### src/ffa_pkg.sv
// Shared types, datapath command codes and result codes of the first-fit arena allocator.
package ffa_pkg;

    localparam int ARENA_BYTES_DEF  = 4096;
    localparam int HEADER_BYTES_DEF = 12;

    localparam int REQ_W  = 12;  // request size and payload offset fields
    localparam int LINK_W = 16;  // next-header link held in a header entry
    localparam int SUM_W  = 18;  // room for offset + header + request + header
    localparam int HDR_W  = LINK_W + 1;
    localparam int ST_W   = 2;

    localparam logic [ST_W-1:0] ST_OK      = 2'd0;
    localparam logic [ST_W-1:0] ST_OOM     = 2'd1;
    localparam logic [ST_W-1:0] ST_NO_FREE = 2'd2;

    typedef logic [3:0] t_dp_cmd;

    localparam t_dp_cmd DC_NONE         = 4'd0;
    localparam t_dp_cmd DC_LOAD         = 4'd1;
    localparam t_dp_cmd DC_RESTART      = 4'd2;
    localparam t_dp_cmd DC_STEP         = 4'd3;
    localparam t_dp_cmd DC_LATCH        = 4'd4;
    localparam t_dp_cmd DC_INIT_EMPTY   = 4'd5;
    localparam t_dp_cmd DC_WR_NEW       = 4'd6;
    localparam t_dp_cmd DC_WR_CUR_NEW   = 4'd7;
    localparam t_dp_cmd DC_WR_CUR_WHOLE = 4'd8;
    localparam t_dp_cmd DC_FREE_HIT     = 4'd9;
    localparam t_dp_cmd DC_MERGE_TAIL   = 4'd10;
    localparam t_dp_cmd DC_MERGE_LINK   = 4'd11;
    localparam t_dp_cmd DC_RES_OOM      = 4'd12;
    localparam t_dp_cmd DC_RES_OK       = 4'd13;
    localparam t_dp_cmd DC_RES_FREE     = 4'd14;
    localparam t_dp_cmd DC_PUBLISH      = 4'd15;

    typedef struct packed {
        logic head_empty;  // chain holds no block yet
        logic stop;        // current link is zero or does not move forward
        logic used;        // current block is taken
        logic fit;         // current free block has room for the request
        logic split;       // leftover exceeds one header
        logic tail_zero;   // current block is the tail
        logic over;        // new tail header would not fit in the arena
        logic match;       // current payload offset equals the free offset
        logic rd_used;     // next block is taken
        logic rd_zero;     // next block is the tail
        logic rd_back;     // next block's link does not move forward
    } t_dp_status;

endpackage

### src/ffa_controller.sv
// Sequencer of the arena allocator: allocate walk, free search, merge pass, handshakes.
module ffa_controller
    import ffa_pkg::*;
(
    input  logic       i_clk,
    input  logic       i_rst_n,
    input  logic       i_in_valid,
    output logic       o_in_ready,
    input  logic       i_command,
    output logic       o_out_valid,
    input  logic       i_out_ready,
    input  t_dp_status i_dp_status,
    output t_dp_cmd    o_cmd
);

    localparam logic [3:0] S_IDLE    = 4'd0;
    localparam logic [3:0] S_AEMPTY  = 4'd1;
    localparam logic [3:0] S_ASTEP   = 4'd2;
    localparam logic [3:0] S_ALATCH  = 4'd3;
    localparam logic [3:0] S_AEVAL   = 4'd4;
    localparam logic [3:0] S_ASPLIT  = 4'd5;
    localparam logic [3:0] S_ATAIL   = 4'd6;
    localparam logic [3:0] S_AOK     = 4'd7;
    localparam logic [3:0] S_FSTEP   = 4'd8;
    localparam logic [3:0] S_FLATCH  = 4'd9;
    localparam logic [3:0] S_FEVAL   = 4'd10;
    localparam logic [3:0] S_MSTEP   = 4'd11;
    localparam logic [3:0] S_MLATCH  = 4'd12;
    localparam logic [3:0] S_MIN     = 4'd13;
    localparam logic [3:0] S_MN      = 4'd14;
    localparam logic [3:0] S_DONE    = 4'd15;

    localparam logic CMD_ALLOC = 1'b0;

    logic [3:0] r_state, n_state;
    logic       r_out_valid, n_out_valid;
    logic       r_merge_end, n_merge_end;

    always_comb begin
        n_state     = r_state;
        n_merge_end = r_merge_end;
        o_cmd       = DC_NONE;
        o_in_ready  = 1'b0;
        case (r_state)
            S_IDLE: begin
                o_in_ready = 1'b1;
                if (i_in_valid) begin
                    o_cmd = DC_LOAD;
                    if (i_command != CMD_ALLOC) begin
                        n_state = S_FSTEP;
                    end else if (i_dp_status.head_empty) begin
                        n_state = S_AEMPTY;
                    end else begin
                        n_state = S_ASTEP;
                    end
                end
            end
            S_AEMPTY: begin
                o_cmd   = DC_INIT_EMPTY;
                n_state = S_AEVAL;
            end
            S_ASTEP: begin
                if (i_dp_status.stop) begin
                    o_cmd   = DC_RES_OOM;
                    n_state = S_DONE;
                end else begin
                    o_cmd   = DC_STEP;
                    n_state = S_ALATCH;
                end
            end
            S_ALATCH: begin
                o_cmd   = DC_LATCH;
                n_state = S_AEVAL;
            end
            S_AEVAL: begin
                if (i_dp_status.used) begin
                    n_state = S_ASTEP;
                end else if (!i_dp_status.stop) begin
                    if (!i_dp_status.fit) begin
                        n_state = S_ASTEP;
                    end else if (i_dp_status.split) begin
                        o_cmd   = DC_WR_NEW;
                        n_state = S_ASPLIT;
                    end else begin
                        o_cmd   = DC_WR_CUR_WHOLE;
                        n_state = S_AOK;
                    end
                end else if (i_dp_status.tail_zero && !i_dp_status.over) begin
                    o_cmd   = DC_WR_CUR_NEW;
                    n_state = S_ATAIL;
                end else begin
                    o_cmd   = DC_RES_OOM;
                    n_state = S_DONE;
                end
            end
            S_ASPLIT: begin
                o_cmd   = DC_WR_CUR_NEW;
                n_state = S_AOK;
            end
            S_ATAIL: begin
                o_cmd   = DC_WR_NEW;
                n_state = S_AOK;
            end
            S_AOK: begin
                o_cmd   = DC_RES_OK;
                n_state = S_DONE;
            end
            S_FSTEP: begin
                if (i_dp_status.stop) begin
                    o_cmd   = DC_RESTART;
                    n_state = S_MSTEP;
                end else begin
                    o_cmd   = DC_STEP;
                    n_state = S_FLATCH;
                end
            end
            S_FLATCH: begin
                o_cmd   = DC_LATCH;
                n_state = S_FEVAL;
            end
            S_FEVAL: begin
                if (i_dp_status.used && i_dp_status.match) begin
                    // end the search; the merge pass restarts from the head
                    o_cmd       = DC_FREE_HIT;
                    n_state     = S_MSTEP;
                    n_merge_end = 1'b1;
                end else begin
                    n_state = S_FSTEP;
                end
            end
            S_MSTEP: begin
                if (r_merge_end) begin
                    // merge starts from the head after a hit
                    o_cmd       = DC_RESTART;
                    n_merge_end = 1'b0;
                end else if (i_dp_status.stop) begin
                    o_cmd   = DC_RES_FREE;
                    n_state = S_DONE;
                end else begin
                    o_cmd   = DC_STEP;
                    n_state = S_MLATCH;
                end
            end
            S_MLATCH: begin
                o_cmd   = DC_LATCH;
                n_state = S_MIN;
            end
            S_MIN: begin
                // memory fetches the next block during this cycle
                if (i_dp_status.stop || i_dp_status.used) begin
                    n_state = S_MSTEP;
                end else begin
                    n_state = S_MN;
                end
            end
            S_MN: begin
                if (i_dp_status.rd_used) begin
                    n_state = S_MSTEP;
                end else if (i_dp_status.rd_zero) begin
                    // tail reached: the tail write makes the link zero, so
                    // the outer step stops and posts the free result
                    o_cmd   = DC_MERGE_TAIL;
                    n_state = S_MSTEP;
                end else if (i_dp_status.rd_back) begin
                    n_state = S_MSTEP;
                end else begin
                    o_cmd   = DC_MERGE_LINK;
                    n_state = S_MIN;
                end
            end
            S_DONE: begin
                if (!r_out_valid || i_out_ready) begin
                    o_cmd   = DC_PUBLISH;
                    n_state = S_IDLE;
                end
            end
            default: begin
                n_state = S_IDLE;
            end
        endcase
    end

    always_comb begin
        if (o_cmd == DC_PUBLISH) begin
            n_out_valid = 1'b1;
        end else if (i_out_ready) begin
            n_out_valid = 1'b0;
        end else begin
            n_out_valid = r_out_valid;
        end
    end

    always_ff @(posedge i_clk) begin
        if (!i_rst_n) begin
            r_state     <= S_IDLE;
            r_out_valid <= 1'b0;
            r_merge_end <= 1'b0;
        end else begin
            r_state     <= n_state;
            r_out_valid <= n_out_valid;
            r_merge_end <= n_merge_end;
        end
    end

    assign o_out_valid = r_out_valid;

endmodule

### config.mk
export PLATFORM = sky130hd
export DESIGN_NAME = ffa_controller
export DESIGN_NICKNAME = d
export VERILOG_FILES = /design/src/ffa_pkg.sv /design/src/ffa_controller.sv
export SDC_FILE = /design/constraint.sdc
export NUM_CORES = 1
export LEC_CHECK = 0
export BUFFER_PORTS_ARGS = -buffer_cell sky130_fd_sc_hd__buf_2
export CORE_UTILIZATION = 45
export CTS_CLUSTER_DIAMETER = 50
export DETAILED_ROUTE_END_ITERATION = 7
export PLACE_DENSITY = 0.77
export SYNTH_ARGS = -nofsm -noshare
export SYNTH_HDL_FRONTEND = slang
export SYNTH_SLANG_ARGS = --single-unit
### constraint.sdc
create_clock -name i_clk -period 3 [get_ports i_clk]
set_input_delay 0.6 -clock i_clk [delete_from_list [all_inputs] [get_ports i_clk]]
set_output_delay 0.6 -clock i_clk [all_outputs]
set_load 0.005 [all_outputs]
## After elaboration in Yosys (flattened, before gate mapping)

Cells that the tools add are included.
Widths: inputs -> output; s select.

- Register bits: 6

- Reduce and logical (&&, ||, !) cells: 14
- Equal/unequal tests: 20
- Muxes and demuxes: 40

Operator list:

| operator | number |
|---|---|
| $mux 4 | 21 |
| $pmux 4 s14 | 1 |
| $pmux 4 s13 | 1 |
| $eq 4x4->1 const B | 9 |
| $eq 4x3->1 const B | 4 |
| $mux 3 | 5 |
| $mux 2 | 5 |
| $eq 4x2->1 const B | 2 |
| $ne 2x2->1 const B | 4 |
| $mux 1 | 6 |
| $eq 4x1->1 const B | 1 |
| $logic_not 4->1 | 1 |
| $reduce_bool 2->1 | 2 |
| $reduce_or 2->1 | 2 |
| $reduce_and 3->1 | 1 |
| $reduce_or 3->1 | 1 |
| $logic_and 1x1->1 | 2 |
| $logic_not 1->1 | 2 |
| $logic_or 1x1->1 | 2 |
| $pmux 1 s2 | 1 |
| $reduce_and 2->1 | 1 |

## Logic depth before layout (Yosys ltp)

Gate-level depths: netlist of run 1.

- Depth in word-level cells: 8
- Mapped depth: 6
- Mapped depth without buffers: 4

## Least setup slack after synthesis of run 1

No wires, ideal clock.

- Path type: input to output
- Start point: in i_dp_status[8] in the netlist's numbering
- End point: out o_cmd[1]
- Slack: 1.006 ns
- Data arrival time: 1.394 ns
- Required time: 2.400 ns
- Cell stages on the path: 3
- Cell sequence: or4_1 -> o32a_1 -> nand3_1

- Cells in the longest elaborated chain, start to end: 2

RTL lines:

| element | RTL line | source |
|---|---|---|
| start, declared | ffa_controller.sv:12 | `input t_dp_status i_dp_status,` |
| $mux 4 | ffa_controller.sv:76 | `if (i_dp_status.used) begin` |
| $pmux 4 s13 | ffa_controller.sv:44 | `case (r_state)` |
| end, declared | ffa_controller.sv:13 | `output t_dp_cmd o_cmd` |

Every way passes these cells.

## Worst setup path in the final report of run 1

- Start point: reg r_state[0]
- End point: out o_cmd[0]

- Cells in the longest elaborated chain, start to end: 3

RTL lines:

| element | RTL line | source |
|---|---|---|
| start, declared | ffa_controller.sv:35 | `logic [3:0] r_state, n_state;` |
| start signal, assigned | ffa_controller.sv:199 | `r_state <= n_state;` |
| $eq 4x4->1 or $eq 4x2->1 (tied branches) | ffa_controller.sv:44 |  |
| $reduce_or 3->1 (no source line) | n/a |  |
| $pmux 4 s13 * | ffa_controller.sv:44 |  |

Mark *: on every way between the ends. The rest lies on a longest branch, timed or not.

==> reports/metrics.csv, run 1 <==
stage,metric,value,unit
final_layout,layout cells sized above 1,21.7,%
die,# IOs,22,
sta,Tmin final,2.49,ns
detailed_routing,final wirelength,2260,um
clock_network,clk sink count,6,
setup_path,element type at the critical path start,flop,
logic_synthesis,Mapped Area,802,um2
logic_synthesis,syn_area_per_cell,6.63,um2
die,Die Area,1950,um2
placed_design,RD Place Congestion,0.910,
logic_synthesis,"Async S/R FF share, synth",0,%
detailed_routing,Via Count,1002,
sta,Fmax achieved,402,MHz
clock_network,TritonCTS Buffers,3,
detailed_routing,Final ANT Viol Nets,0,
clock_network,Post-CTS Setup Inserts,0,
final_layout,ant diodes,0,
logic_synthesis,"Seq/Total Area, Yosys",15.0,%
logic_synthesis,Synth Area in Adders,0,%
setup_path,Crit path required time,2.40,ns
global_route,antenna violations before repair,0,
final_layout,Syn-to-layout area delta,16.4,%
placed_design,Final HPWL DP,1720,um
global_route,vias in the first global route,898,
sta,fin. max-slew vios,0,
sta,RSZ-0062 raised after global routing,no,
die,num rows,14,
die,Initial Utilization,50.9,%
sta,Finish-stage setup viols,0,
placed_design,port bufs,21,
logic_synthesis,top cell type's share of synthesized area,15.0,%
sta,worst hold slack,0.598,ns
sta,final worst slack,0.512,ns
clock_network,clock slew at the register clock pins of the worst setup and hold paths,0.04,ns
final_layout,Post-Route Utilization,59.2,%
outcome,status,finished clean,
sta,setup TNS,0,ns
clock_network,clk_lat worst skew,0.24,ns
logic_synthesis,xor-xnor portion of the synthesized cell area,1.09,%
pwr,Cell Int Power,0.422,mW
detailed_routing,Vias/cell,6.51,
final_layout,Fill cells,149,
pwr,clock share of power,8.5,%
setup_path,crit path max fanout,17,
die,Die H,44.2,um
placed_design,Place WS,0.706,ns
clock_network,CTS tree,done,
pwr,Worst IR Drop VDD,0.390,mV
sta,normalized max-slew margin,62.3,%
logic_synthesis,simple-gate share of the synthesized area,38.8,%
job,number of max-cap violations,0,
clock_network,maximum root-to-sink buffer count,2,
pwr,switching fraction of total power,49.5,%
global_route,grt total ovfl,0,
clock_network,cts hold-fix bufs,0,
logic_synthesis,Synth Flop Type,dfxtp_1,
clock_network,# resized after CTS,0,
final_layout,sequential cell area,120,um2
pwr,Cell Pwr Density,894,nW/um2
logic_synthesis,"flops & latches, synth",6,
pwr,switching pwr,0.413,mW
logic_synthesis,number of synthesized flops with an enable pin,0,
detailed_routing,drt pass-1 iters,4,
die,Core Region,1580,um2
logic_synthesis,"top cells by area, synth","dfxtp_1 (15%), a21oi_1 (7.5%), nand3b_1 (5.6%)",
detailed_routing,First DRT Iteration DRCs,45,
clock_network,H-tree levels,1,
setup_path,FF-to-FF setup slack,0.98,ns
setup_path,CP arrival,1.89,ns
pwr,Seq pwr share,19.5,%
global_route,Overall Global Routing Usage,25.6,%
logic_synthesis,Syn. warnings,0,
sta,crit share post-route,82.9,%
pwr,Leakage,0.370,nW
die,Die Span X,44.2,um
detailed_routing,DRC viols,0,
sta,Hold Fails Final Rpt,0,
global_route,global-route wire length before repair,3790,um
setup_path,CP Class,flop to primary output,
global_route,largest net degree at the start of global routing,23,
sta,Final Skew,0.00306,ns
sta,Worst Tran Pin Value,0.565,ns
logic_synthesis,"area leader, netlist",dfxtp_1,
logic_synthesis,top-count cell post-synth,a21oi_1,
logic_synthesis,mux share of post-synthesis cell area,1.25,%
final_layout,Nets,156,
worst_hold_path,Tightest Hold Check Type,flop to flop,
logic_synthesis,Mapped Nets,137,
logic_synthesis,complex-gate fraction of the synthesized area,35.7,%
pwr,Comb pwr share,72.0,%
logic_synthesis,Netlist cell types,46,
detailed_routing,Routed WL per cell,14.7,um
logic_synthesis,largest family of logic cells by synthesized area,simple AND/OR/NAND/NOR gates,
clock_network,clock root cell,clkbuf_4,
final_layout,multi-input logic area,617,um2
logic_synthesis,Cells after Synth,121,
setup_path,Critical Path End Type,primary output,
logic_synthesis,most frequent cells after synthesis,"a21oi_1 (12), nor2_1 (10), nand2_1 (9)",
through the flow:
step	power, mW	instances	cell area, um2
final	0.835	154	933
after detailed placement	0.755	151	911
after global routing	0.921	154	933
after global placement	0.742	151	911
after floorplan	0.594	121	802
after CTS	0.827	154	933
area by class of cell:
class	instances	area share [%]
Multi-Input combinational cell	99	66.1
Timing Repair Buffer	25	14.5
Sequential cell	6	12.9
Clock buffer	3	2.41
Tap cell	16	2.14
Inverter	5	2.01
critical path: stages, from the launching register on:
cell and delay [ns]:
dfxtp_1 0.67, and2_1 0.33, a21oi_1 0.09, or3_1 0.32, o2111ai_1 0.10, buf_2 0.14
routing by layer:
metal | GRT usage [%] | vias to the layer above | wire length [um]
met1 | 33.5 | 449 | 970
met2 | 40.3 | 51 | 1050
li1 | - | 498 | -
met4 | 8.48 | 0 | 24
met3 | 7.35 | 4 | 215
met5 | 0 | - | 0
power by group through the flow:
| stage | clock network [mW] | registers (mW) | logic, mW |
|---|---|---|---|
| floorplan | 0 | 0.125 | 0.469 |
| CTS | 0.0727 | 0.161 | 0.593 |
| detailed placement | 0 | 0.162 | 0.593 |
| global placement | 0 | 0.161 | 0.581 |
| global route | 0.0824 | 0.169 | 0.670 |
| finish | 0.0710 | 0.163 | 0.601 |
cell families (layout without fill, tap and decap cells):
logic type      count (synthesis)  count (layout)
compound gates                 41              41
xor+xnor                        1               1
buf+inv                        16              33
flops                           6               6
mux                             1               1
simple gates                   56              56
sequential cells by signal, summed over array words and instances (netlist names):
register,flops
r_state,4
r_merge_end,1
o_out_valid,1
placed cells by master, fill, tap and decap left out, types with 4 or more instances in the layout:
cell type  count
buf_4          4
nand2_1        9
nand3b_1       6
buf_2         21
dfxtp_1        6
nand2b_1       6
a21oi_1       12
nand3_1        4
nor2_1        10
inv_1          5
worst paths after layout:
kind / from / end / depth (start not counted)
max reg2reg: r_state[0] / r_state[1] / 5
min: o_out_valid / o_out_valid / 2
max: r_state[0] / o_cmd[0] / 5
min reg2reg: o_out_valid / o_out_valid / 2
Note: power is estimated with default switching activity, not from simulation.
==> run 2, diff against run 1 <==
--- a/config.mk
+++ b/config.mk
@@ -9,7 +9,7 @@
 export CORE_UTILIZATION = 45
 export CTS_CLUSTER_DIAMETER = 50
 export DETAILED_ROUTE_END_ITERATION = 7
-export PLACE_DENSITY = 0.77
+export PLACE_DENSITY = 0.8
 export SYNTH_ARGS = -nofsm -noshare
 export SYNTH_HDL_FRONTEND = slang
 export SYNTH_SLANG_ARGS = --single-unit
==> constraint.sdc (replaced) <==
create_clock -name i_clk -period 2.2 [get_ports i_clk]
set_input_delay 0.44 -clock i_clk [delete_from_list [all_inputs] [get_ports i_clk]]
set_output_delay 0.44 -clock i_clk [all_outputs]
set_load 0.005 [all_outputs]
==> run 2 against run 1 <==
- sequential power rose by 33%
- largest power group unchanged
- setup slack lost 0.43 ns
- first-iteration DRC count decreased by 24%
- largest cell class unchanged
- core utilization rose by 1.3 points
- via count rose by 5.6%
==> reports/metrics.csv, run 2 (same netlist as run 1, synthesis figures left out) <==
stage,metric,value,unit,change
setup_path,Crit path required time,1.76,ns,-0.64 ns
placed_design,Final HPWL DP,1740,um,+1.5%
setup_path,critical path buffer and inverter count,2,,+1
clock_network,maximum root-to-sink buffer count,2,,unchanged
pwr,Cell Pwr Density,1220,nW/um2,+37%
final_layout,Post-Route Utilization,60.6,%,+1.3 points
clock_network,clk sink count,6,,unchanged
final_layout,Nets,158,,+1.3%
sta,Worst Tran Pin Value,0.502,ns,-0.0632 ns
die,Die Area,1950,um2,unchanged
detailed_routing,Vias/cell,6.78,,+4.2%
detailed_routing,Final ANT Viol Nets,0,,unchanged
final_layout,layout cells sized above 1,25.0,%,+3.3 points
placed_design,Placement Cell Area,926,um2,+1.6%
detailed_routing,drt pass-1 iters,6,,+2
clock_network,clk_lat worst skew,0.25,ns,about the same
placed_design,port bufs,21,,unchanged
setup_path,CP cell instances,buf_4 > or2_1 > nor3b_1 > a211oi_1 > o2111ai_1 > buf_2,,
clock_network,Post-CTS Setup Inserts,0,,unchanged
global_route,vias in the first global route,946,,+5.3%
setup_path,CP peak stage delay,0.30,ns,-0.37 ns
outcome,status,finished clean,,
sta,RSZ-0062 raised after global routing,no,,
sta,Finish-stage setup viols,0,,unchanged
sta,Hold Fails Final Rpt,0,,unchanged
clock_network,clock slew at the register clock pins of the worst setup and hold paths,0.05,ns,about the same
pwr,Leakage,0.383,nW,+3.6%
die,num rows,14,,unchanged
setup_path,CP Class,flop to primary output,,
final_layout,Biggest register,r_state,,
global_route,largest net degree at the start of global routing,23,,unchanged
placed_design,Place WS,0.216,ns,-0.490 ns
sta,fin. max-slew vios,0,,unchanged
clock_network,H-tree levels,1,,unchanged
detailed_routing,Via Count,1058,,+5.6%
final_layout,ant diodes,0,,unchanged
die,Initial Utilization,50.9,%,unchanged
final_layout,Syn-to-layout area delta,19.0,%,
sta,setup TNS,0,ns,unchanged
setup_path,Top delay family on crit path,simple AND/OR/NAND/NOR gates,,
final_layout,Fill cells,149,,unchanged
detailed_routing,DRC viols,0,,unchanged
setup_path,crit path max fanout,20,,+3
global_route,Overall Global Routing Usage,27.6,%,+2.0 points
clock_network,CTS tree,done,,
final_layout,most frequent cells in the layout,"buf_2 (21), a21oi_1 (12), nor2_1 (10)",,
sta,final worst slack,0.0809,ns,-0.431 ns
job,number of max-cap violations,0,,unchanged
detailed_routing,final wirelength,2330,um,+3.1%
sta,crit share post-route,96.3,%,
clock_network,clock root cell,clkbuf_4,,
placed_design,RD Place Congestion,0.929,,+2.1%
clock_network,TritonCTS Buffers,3,,unchanged
die,Core Region,1580,um2,unchanged
sta,worst hold slack,0.459,ns,-0.139 ns
worst_hold_path,Tightest Hold Check Type,primary input to flop,,
detailed_routing,Routed WL per cell,14.9,um,+1.8%
global_route,antenna violations before repair,0,,unchanged
sta,Tmin final,2.12,ns,
detailed_routing,First DRT Iteration DRCs,34,,-24%
die,# IOs,22,,unchanged
global_route,grt total ovfl,0,,unchanged
setup_path,CP arrival,1.68,ns,-0.21 ns
global_route,global-route wire length before repair,4110,um,+8.4%
clock_network,cts hold-fix bufs,0,,unchanged
final_layout,"commonest non-fill, non-tap cell in the layout",buf_2,,
sta,normalized max-slew margin,66.2,%,+4.0 points
pwr,Worst IR Drop VDD,0.628,mV,+61%
setup_path,element type at the critical path start,flop,,
setup_path,Slowest cell on crit path,dfxtp_1,,
setup_path,Critical Path End Type,primary output,,
sta,Fmax achieved,472,MHz,
final_layout,"Design Area, Final",955,um2,+2.3%
final_layout,number of flip-flops in the largest register,4,,unchanged
die,Die Span X,44.2,um,unchanged
sta,Final Skew,0.000831,ns,-0.00223 ns
die,Die H,44.2,um,unchanged
==> run 2: changes by cell type in the layout (fill, tap and decap cells not counted) <==
cell,before,now
or4_1,2,1
dfxtp_1,6,4
or4_4,0,1
dfxtp_2,0,2
buf_4,4,6
==> run 2: repair_timing <==
item / CTS / global route
setup endpoints to repair: 0 / 4
gates resized for setup: 0 / 3
endpoints found under the hold margin: 0 / 0
==> run 2: worst paths after layout <==
check                           cells after the start     endpoint  slack, ns        start
worst max-delay path                                6     o_cmd[0]       0.08   r_state[3]
worst min register to register                      2  o_out_valid       0.62  o_out_valid
worst max register to register                      5   r_state[1]       0.32   r_state[3]
worst min-delay path                                3   r_state[3]       0.46      i_rst_n
==> run 2: routing by layer <==
layer  up-vias  part of all wire (%)  track usage, %
met4         0                   1.3            6.06
met3         6                   9.6            8.16
li1        502                     -               -
met5         -                     0               0
met2        65                    48            42.1
met1       485                    41            38.5
==> run 2: worst register-to-register path, stage by stage, from the launching register on <==
cell,delay (ns)
dfxtp_1,0.30
buf_4,0.19
or4_1,0.63
or3_1,0.35
o311a_1,0.13
a31oi_1,0.19
==> run 2: where the power goes <==
part / leakage [nW] / switching, mW / internal [mW]
logic: 0.320 / 0.462 / 0.386
registers: 0.0498 / 0.0679 / 0.148
clock network: 0.0138 / 0.0435 / 0.0620
total: 0.383 / 0.573 / 0.596
==> run 2: area by class of cell <==
class                   count  area, um2  area share (%)
clock buffers               3       22.5            2.36
inverters                   5       18.8            1.97
multi-input cells          99        621            65.0
flip-flops and latches      6        123            12.8
well taps                  16       20.0            2.10
repair buffers             27        150            15.7
==> run 2: per-stage QoR <==
step / instances / total power, mW
after floorplan: 121 / 0.810
after global placement: 153 / 1.02
after detailed placement: 153 / 1.04
after CTS: 156 / 1.15
after global routing: 156 / 1.29
final: 156 / 1.17
